## src/rtl/core/dsr_pkg.sv

```systemverilog
// Shared types, codes and constants of the debounced switch reporter.
// Also holds the elaboration-time builder of the breathing brightness ROM.
// Depends on nothing; every other file of the block uses it.
package dsr_pkg;

   // Operation codes carried by an input word
   typedef enum logic [2:0] {
      OP_SAMPLE = 3'd0,
      OP_ACK    = 3'd1,
      OP_ERROR  = 3'd2,
      OP_TICK   = 3'd3,
      OP_QUERY  = 3'd4
   } op_type;

   // Kinds of result word
   typedef enum logic [1:0] {
      MSG_STATE  = 2'd0,
      MSG_PING   = 2'd1,
      MSG_BRIGHT = 2'd2
   } msg_kind_type;

   // State as confirmed by the far end
   typedef enum logic [1:0] {
      CONF_UNKNOWN = 2'd0,
      CONF_ON      = 2'd1,
      CONF_OFF     = 2'd2,
      CONF_ERROR   = 2'd3
   } conf_type;

   // Configuration register indexes
   typedef enum logic [1:0] {
      CSR_DEBOUNCE  = 2'd0,
      CSR_RETRY     = 2'd1,
      CSR_HEARTBEAT = 2'd2
   } csr_index_type;

   localparam int CSR_W  = 16;
   localparam int TIME_W = 32;
   localparam int SEQ_W  = 32;
   localparam int LED_W  = 8;

   localparam logic [CSR_W-1:0] DEBOUNCE_RESET  = 16'd50;
   localparam logic [CSR_W-1:0] RETRY_RESET     = 16'd500;
   localparam logic [CSR_W-1:0] HEARTBEAT_RESET = 16'd5000;

   localparam logic [LED_W-1:0] LED_FULL = 8'hFF;
   localparam logic [LED_W-1:0] LED_OFF  = 8'h00;

   // Blink half period; the breathing period is a whole number of these
   localparam int BLINK_HALF    = 125;
   localparam int BREATH_PERIOD = 2000;
   localparam int BREATH_BLOCKS = BREATH_PERIOD / BLINK_HALF;
   localparam int BLK_W         = $clog2(BREATH_BLOCKS);
   localparam int PHASE_W       = $clog2(BREATH_PERIOD) + 1;
   localparam int REM_W         = $clog2(BLINK_HALF);

   // ROM covers one half of the symmetric breathing curve
   localparam int BREATH_DEPTH = BREATH_PERIOD / 2 + 1;
   localparam int ADDR_W       = $clog2(BREATH_DEPTH);

   // now / 125 as (now * ceil(2^39 / 125)) >> 39, exact for all 32-bit now
   localparam int              RECIP_SHIFT = 39;
   localparam int              RECIP_W     = 33;
   localparam logic [RECIP_W-1:0] RECIP_HALF = 33'd4398046512;
   localparam int              QUOT_W      = 26;

   localparam logic [63:0] PI_Q60 = 64'h3243F6A8885A308D;

   // pi in Q60 split by the breathing period
   localparam logic [63:0] PI_DIV_P = PI_Q60 / 64'(BREATH_PERIOD);
   localparam logic [63:0] PI_MOD_P = PI_Q60 % 64'(BREATH_PERIOD);

   // Item leaving the control stage
   typedef struct packed {
      logic                valid;
      logic [1:0]          n_res;
      msg_kind_type        kind0;
      msg_kind_type        kind1;
      logic [SEQ_W-1:0]    seq;
      logic                state_on;
      conf_type            conf;
      logic [TIME_W-1:0]   now;
   } item_type;

   // Item leaving the brightness pipeline
   typedef struct packed {
      logic                valid;
      logic [1:0]          n_res;
      msg_kind_type        kind0;
      msg_kind_type        kind1;
      logic [SEQ_W-1:0]    seq;
      logic                state_on;
      logic [LED_W-1:0]    brightness;
   } res_type;

   typedef logic [BREATH_DEPTH-1:0][LED_W-1:0] breath_rom_type;

   // (a * b) >> 60 in Q60, truncated to 64 bits
   function automatic logic [63:0] qmul(logic [63:0] a, logic [63:0] b);
      logic [127:0] prod;
      prod = {64'd0, a} * {64'd0, b};
      return prod[123:60];
   endfunction

   // Truncating 64-bit quotient by shift and subtract; table building only
   function automatic logic [63:0] udiv64(logic [63:0] num, logic [63:0] den);
      logic [63:0] quo;
      logic [64:0] rem;
      quo = '0;
      rem = '0;
      for (int b = 63; b >= 0; b--) begin
         rem = {rem[63:0], num[b]};
         if (rem >= {1'b0, den}) begin
            rem    = rem - {1'b0, den};
            quo[b] = 1'b1;
         end
      end
      return quo;
   endfunction

   // floor(255 * sin(pi*q/P)^2) in Q60, Taylor series up to the 27th power
   function automatic logic [LED_W-1:0] breath_value(int unsigned q);
      logic [63:0] q64;
      logic [63:0] per;
      logic [63:0] t;
      logic [63:0] t2;
      logic [63:0] term;
      logic [63:0] s;
      logic [63:0] s2;
      logic [63:0] hi;
      logic [63:0] lo;
      logic [63:0] res;
      q64 = 64'(q);
      per = 64'(BREATH_PERIOD);
      if (q64 == 64'd0) return LED_OFF;
      if (q64 * 64'd2 == per) return LED_FULL;
      t = PI_DIV_P * q64 + udiv64(PI_MOD_P * q64, per);
      t2 = qmul(t, t);
      term = t;
      s = t;
      for (int n = 1; n <= 13; n++) begin
         term = udiv64(qmul(term, t2), 64'((2 * n) * (2 * n + 1)));
         if (n[0]) s = s - term;
         else s = s + term;
      end
      s2 = qmul(s, s);
      hi = s2 >> 32;
      lo = s2 & 64'hFFFF_FFFF;
      res = ((64'd255 * hi) + ((64'd255 * lo) >> 32)) >> 28;
      return res[LED_W-1:0];
   endfunction

   function automatic breath_rom_type build_breath_rom();
      breath_rom_type rom;
      for (int i = 0; i < BREATH_DEPTH; i++) begin
         rom[i] = breath_value(i);
      end
      return rom;
   endfunction

endpackage

```

## src/rtl/core/dsr_out.sv

```systemverilog
// Result register: holds the one or two result words of an input word and
// hands them out one per cycle while not stalled. Drives the pipeline advance.
// Depends on dsr_pkg.
module dsr_out (
   input  logic                          clock,
   input  logic                          reset,
   input  dsr_pkg::res_type              res,
   output logic                          adv,
   output logic                          rsp_valid,
   input  logic                          rsp_stall,
   output logic [1:0]                    rsp_msg_kind,
   output logic [dsr_pkg::SEQ_W-1:0]     rsp_seq_out,
   output logic                          rsp_state_on,
   output logic [dsr_pkg::LED_W-1:0]     rsp_brightness,
   output logic                          rsp_last_result
);

   logic [1:0]                   cnt_ff;
   dsr_pkg::msg_kind_type        kind_ff;
   dsr_pkg::msg_kind_type        kind_next_ff;
   logic [dsr_pkg::SEQ_W-1:0]    seq_ff;
   logic                         state_ff;
   logic [dsr_pkg::LED_W-1:0]    bright_ff;

   logic pop;
   logic load;

   assign pop  = (cnt_ff != 2'd0) && !rsp_stall;
   // free once the last held word leaves this cycle
   assign adv  = (cnt_ff == 2'd0) || ((cnt_ff == 2'd1) && !rsp_stall);
   assign load = adv && res.valid && (res.n_res != 2'd0);

   always_ff @(posedge clock) begin
      if (reset) begin
         cnt_ff <= 2'd0;
      end else if (load) begin
         cnt_ff <= res.n_res;
      end else if (pop) begin
         cnt_ff <= cnt_ff - 2'd1;
      end
      if (load) begin
         kind_ff      <= res.kind0;
         kind_next_ff <= res.kind1;
         seq_ff       <= res.seq;
         state_ff     <= res.state_on;
         bright_ff    <= res.brightness;
      end else if (pop) begin
         kind_ff <= kind_next_ff;
      end
   end

   assign rsp_valid       = (cnt_ff != 2'd0);
   assign rsp_msg_kind    = kind_ff;
   assign rsp_seq_out     = seq_ff;
   assign rsp_state_on    = state_ff;
   assign rsp_brightness  = bright_ff;
   assign rsp_last_result = (cnt_ff == 2'd1);

endmodule

```

## config.mk

```make
export PLATFORM = sky130hd
export DESIGN_NAME = dsr_out
export DESIGN_NICKNAME = d
export VERILOG_FILES = /design/src/rtl/core/dsr_pkg.sv /design/src/rtl/core/dsr_out.sv
export SDC_FILE = /design/constraint.sdc
export NUM_CORES = 1
export LEC_CHECK = 0
export ABC_AREA = 1
export ABC_CLOCK_PERIOD_IN_PS = 2860
export BUFFER_PORTS_ARGS = -buffer_cell sky130_fd_sc_hd__buf_4
export CAP_MARGIN = 25
export CORE_ASPECT_RATIO = 0.5
export CORE_MARGIN = 2
export CORE_UTILIZATION = 42
export DETAILED_ROUTE_END_ITERATION = 16
export GPL_TIMING_DRIVEN = 0
export PLACE_DENSITY_LB_ADDON = 0.08
export SLEW_MARGIN = 20
export SYNTH_ARGS = -nofsm -noshare
export SYNTH_HDL_FRONTEND = slang
export SYNTH_SLANG_ARGS = --single-unit
```

## constraint.sdc

```tcl
create_clock -name clock -period 2.86 [get_ports clock]
set_clock_uncertainty 0.15 [all_clocks]
set_input_delay 0.143 -clock clock [delete_from_list [all_inputs] [get_ports clock]]
set_output_delay 0.143 -clock clock [all_outputs]
set_load 0.005 [all_outputs]
```

# Yosys cells after proc, flatten, opt, wreduce, memory -nomap -nowiden
# Index checks and enable logic that the tools add are counted.
[totals]
elab_cells = 22
regBits = 47
[op_classes]
n_reduce_logical = 10
n_eq_ne = 1
mux = 4
addsub = 1
[op_table]
columns = ["cell", "count"]
rows = [
  ["$mux 2", 4],
  ["$reduce_bool 2->1", 3],
  ["$logic_and 1x1->1", 4],
  ["$eq 2x1->1 const B", 1],
  ["$logic_not 2->1", 1],
  ["$sub 2x1->2 const B", 1],
  ["$logic_not 1->1", 1],
  ["$logic_or 1x1->1", 1],
]

# Depth between registers and ports, before layout
[depth]
ltp_word = 6
ltp_mapped = 8
mapped_depth_nobuf = 8

# Worst setup path before layout
# No wires, ideal clock.
[synth_path]
path_type = "register -> register"
start = "register cnt_ff[1]"
end = "register kind_next_ff[0] (enable)"
setup_time_ns = 0.399
n_path_buf = 0
required_ns = 2.311
slack_ns = 0.649
arrival_ns = 1.662
path_stages_with_launch = 7
cell_sequence = "dfxtp_1 -> inv_1 -> ha_1 -> nand2_1 -> nand2_2 -> nand2_4 -> inv_1"
[synth_between]
elab_chain_cells = 5
elab_cells_between_ends = 6
classes_between = "eq/ne (1); reduce/logical (5)"
[synth_rtl]
columns = ["element", "line_no", "rtl"]
rows = [
  ["from (decl)", "dsr_out.sv:18", "logic [1:0] cnt_ff;"],
  ["from (signal assigned)", "dsr_out.sv:37", "cnt_ff <= res.n_res;"],
  ["from (signal assigned)", "dsr_out.sv:39", "cnt_ff <= cnt_ff - 2'd1;"],
  ["$eq 2x1->1", "-", ""],
  ["named net rsp_last_result", "dsr_out.sv:15", "output logic rsp_last_result"],
  ["$logic_and 1x1->1", "dsr_out.sv:30", "assign adv = (cnt_ff == 2'd0) || ((cnt_ff == 2'd1) && !rsp_stall);"],
  ["$logic_or 1x1->1", "dsr_out.sv:30", ""],
  ["named net adv", "dsr_out.sv:8", "output logic adv,"],
  ["$logic_and 1x1->1 (2 in a row)", "dsr_out.sv:31", "assign load = adv && res.valid && (res.n_res != 2'd0);"],
  ["named net load", "dsr_out.sv:26", "logic load;"],
  ["to (signal assigned)", "dsr_out.sv:43", "kind_next_ff <= res.kind1;"],
  ["to (decl)", "dsr_out.sv:20", "dsr_pkg::msg_kind_type kind_next_ff;"],
]
# The timed path passes the listed nets, and every way through them passes these cells.
# A chain may end at the register's enable or synchronous reset.

# Worst setup path after layout
[layout_path]
start = "register cnt_ff[1]"
end = "register seq_ff, in the netlist rsp_seq_out[30] (enable)"
[layout_between]
elab_chain_cells = 5
elab_cells_between_ends = 6
classes_between = "eq/ne (1); reduce/logical (5)"
[layout_rtl]
columns = ["element", "line_no", "rtl"]
rows = [
  ["$eq 2x1->1", "dsr_out.sv:30", ""],
  ["$logic_and 1x1->1", "dsr_out.sv:30", ""],
  ["$logic_or 1x1->1 *", "dsr_out.sv:30", ""],
  ["$logic_and 1x1->1 * (2 in a row)", "dsr_out.sv:31", ""],
  ["named net load", "dsr_out.sv:26", ""],
  ["to (signal assigned)", "dsr_out.sv:44", "seq_ff <= res.seq;"],
  ["to (decl)", "dsr_out.sv:21", "logic [dsr_pkg::SEQ_W-1:0] seq_ff;"],
]
# The timed path passes the listed nets; every way through them passes the cells marked *.

==> summary.md <==
| Metric | Value |
|---|---|
| Worst R2R Path Depth | 7 |
| First-pass GRT wire length | 6437 µm |
| Slew HR | 0.7347 |
| # DRC | 0 |
| Clk slew on worst S/H paths | 0.09 ns |
| Dpl cells | 232 |
| Layout net count | 288 |
| Post-layout min period | 1.911 ns |
| Crit path max fanout | 28 |
| Root buf cell | clkbuf_8 |
| Die area | ~4300 µm² |
| Unrepaired setup endpoints after global routing | no |
| Logic pwr share | 0.209 |
| Final worst-path cycle share | 0.6682 |
| IO buf count | 96 |
| Vias per cell | 4.355 |
| Std-Cell Rows | 15 |
| Area of the multi-input gates | between 150 and 200 µm² |
| Setup_tns | 0 ns |
| Hold crit path type | input pin to flip-flop |
| Least-Margin Pin Slew | 0.3973 ns |
| Simple-gate share of the synthesized area | 0.07199 |
| WP data required | between 2 and 3 ns |
| Total iterations of the first detailed-routing run | 4 |
| Post-synthesis xor/xnor area fraction | 0 |
| Post-CTS Setup Bufs | 0 |
| Setup CP Type | flip-flop to flip-flop |
| CTS tree | built |
| Mapped Cells | 84 |
| IO Count | 97 |
| Util after Layout | 0.8422 |
| Worst-Skew Late Latency | 0.30 ns |
| Synth-to-Final Area Change | 87.90% |
| Starting Density | 0.4482 |
| Reg power frac | 0.504 |
| Register area share after synthesis | 0.8797 |
| Net Sw Frac | 0.2396 |
| Post-DP HPWL | around 2300 µm |
| Mux contribution to synthesized area | 0 |
| DRT iter0 DRCs | 25 |
| Synth Area in Compound Gates | 0.008703 |
| Clock Power Share | 0.287 |
| Worst path arrival time | 1.77 ns |
| TritonCTS Sinks | 47 |
| Peak supply drop | 0.0003295 V |
| Psw | 0.4173 mW |
| Syn_area_per_cell | 18.83 µm² |
| FILL cells | 191 |
| DR vias | 1250 |
| Status | finished clean |
| Worst Setup SP | cnt_ff[1] |
| Largest net degree at the start of global routing | 29 |
| Total gr overflow | 0 |
| Netlist cell types | 15 |
| Max Slew Vio Count | 0 |
| Max Buffers Root-to-Sink | 2 |
| Post-DRT Antenna Nets | 0 |
| CTS Buf Count | 5 |
| Layout cell share with drive strength beyond 1 | 0.4788 |
| Syn nets | 137 |
| Critical Path End Type | flip-flop |
| Final hold vios | 0 |
| Register area | 1391 µm² |
| Final setup violation count | 0 |
| Synthesized flop and latch total | 47 |
| Startpoint Class | flip-flop |
| Layout Cells excl Fill | about 290 |
| Average wire per standard cell | 15.25 µm |
| Number of antenna violations at the first check in global routing | 0 |
| Vias in the first global route | roughly 1.2k |
| Leakage | 1.283 nW |
| Die Ht | 47.39 µm |
| Largest family of logic cells by synthesized area | simple AND/OR/NAND/NOR gates |
| YS warnings | 0 |
| # diodes | 0 |
| Register-to-Register Setup Slack | 0.95 ns |
| Die W | 90.78 µm |
| Max Clk Rate | 523.3 MHz |
| PwrDens | 586.0 nW/µm² |
| R2r startpoint | cnt_ff[1] |
| Adder-Cell Fraction of Synth Area | 0.01582 |
| Synthesized area | 1582 µm² |
| GRT Util Overall | 0.2126 |
| Hold depth | 6 |
| GPL Wtd Cong | roughly 0.76 |
| Pint | about 1.3 mW |
| Core Region | ~3500 µm² |
| Htree depth | 2 |
| Hold Crit Start | rsp_stall |
| Max_cap viols | 0 |
| Total Wirelength | 4378 µm |
worst paths after layout:
| check | to |
|---|---|
| setup reg to reg | rsp_seq_out[30] |
| hold reg to reg | cnt_ff[1] |
| setup / recovery | rsp_seq_out[30] |
| hold / removal | cnt_ff[1] |
per-stage QoR:
step | power (mW) | instance area [µm²] | setup slack [ns] | hold slack, ns
3_3_place_gp | 1.179 | 2366 | 0.2849 | 0.1647
2_1_floorplan | 0.9970 | 1582 | 0.6490 | 0.05544
3_5_place_dp | 1.198 | 2386 | 0.9607 | 0.1723
5_1_grt | 1.811 | 2972 | 0.8096 | 0.09349
6_report | 1.741 | 2972 | 0.9490 | 0.08066
4_1_cts | 1.734 | 2972 | 0.9416 | 0.07751
routing by layer:
layer,share of wire,GRT usage
met1,0.36,0.2090
met2,0.56,0.4507
met3,0.058,0.06100
met4,0.017,0.08788
met5,0,0
worst max-delay path, cell delays in order (launching register included):
cell and delay (ns):
dfxtp_1 0.33, inv_1 0.09, ha_1 0.20, nand2_1 0.08
nand2_2 0.10, nand2_4 0.09, inv_2 0.32, buf_12 0.25
layout by cell type (no fill, tap or decap):
cell,Yosys,layout
nor2_4,1,1
nand2_4,1,1
nand2_2,1,1
inv_1,9,8
a21oi_2,1,1
nand3_2,1,1
clkbuf_8,0,5
clkinvlp_4,0,1
edfxtp_1,45,45
nand3_1,1,1
buf_4,0,96
inv_2,1,2
inv_6,0,1
nor2_1,5,5
nor2_2,1,1
dlygate4sd3_1,0,47
ha_1,2,2
o21ai_1,1,1
buf_12,0,1
dfxtp_1,2,2
bufinv_16,0,1
nand2_1,12,12
power groups by stage:
stage | logic, mW | registers (mW) | clock network [mW]
2_1_floorplan | 0.0953 | 0.902 | 0
3_3_place_gp | 0.286 | 0.893 | 0
3_5_place_dp | 0.307 | 0.892 | 0
4_1_cts | 0.360 | 0.876 | 0.498
5_1_grt | 0.394 | 0.886 | 0.531
6_report | 0.363 | 0.878 | 0.500
registers in the layout (all words and copies together), names as in the netlist:
signal          cells
rsp_state_on        1
rsp_msg_kind        2
cnt_ff              2
kind_next_ff        2
rsp_seq_out        32
rsp_brightness      8
cells by family (layout without fill, tap and decap cells):
family,Yosys count,in the layout
buffers and inverters,10,162
adder cells (fa/ha/maj),2,2
AO/OA/AOI/OAI,2,2
flip-flops,47,47
AND/OR/NAND/NOR,23,23
cells in the mapped netlist:
cell      instances  share of area
a21oi_2           1         0.0055
dfxtp_1           2          0.025
edfxtp_1         45           0.85
ha_1              2          0.016
inv_1             9          0.021
inv_2             1         0.0024
nand2_1          12          0.028
nand2_2           1         0.0040
nand2_4           1         0.0071
nand3_1           1         0.0032
nand3_2           1         0.0063
nor2_1            5          0.012
nor2_2            1         0.0040
nor2_4            1         0.0071
o21ai_1           1         0.0032
timing repair:
| item | 4_1_cts | 5_1_grt |
|---|---|---|
| gates resized for setup | 0 | 0 |
| hold buffers | 47 | 0 |
| hold endpoints to repair | 47 | 0 |
layout make-up:
class	count	share of cell area
Tap cell	51	0.02147
Multi-Input combinational cell	27	0.05137
Timing Repair Buffer	144	0.4076
Clock buffer	5	0.02316
Inverter	10	0.01263
Clock inverter	3	0.01558
Sequential cell	47	0.4682
(Power assumes the default switching activity.)
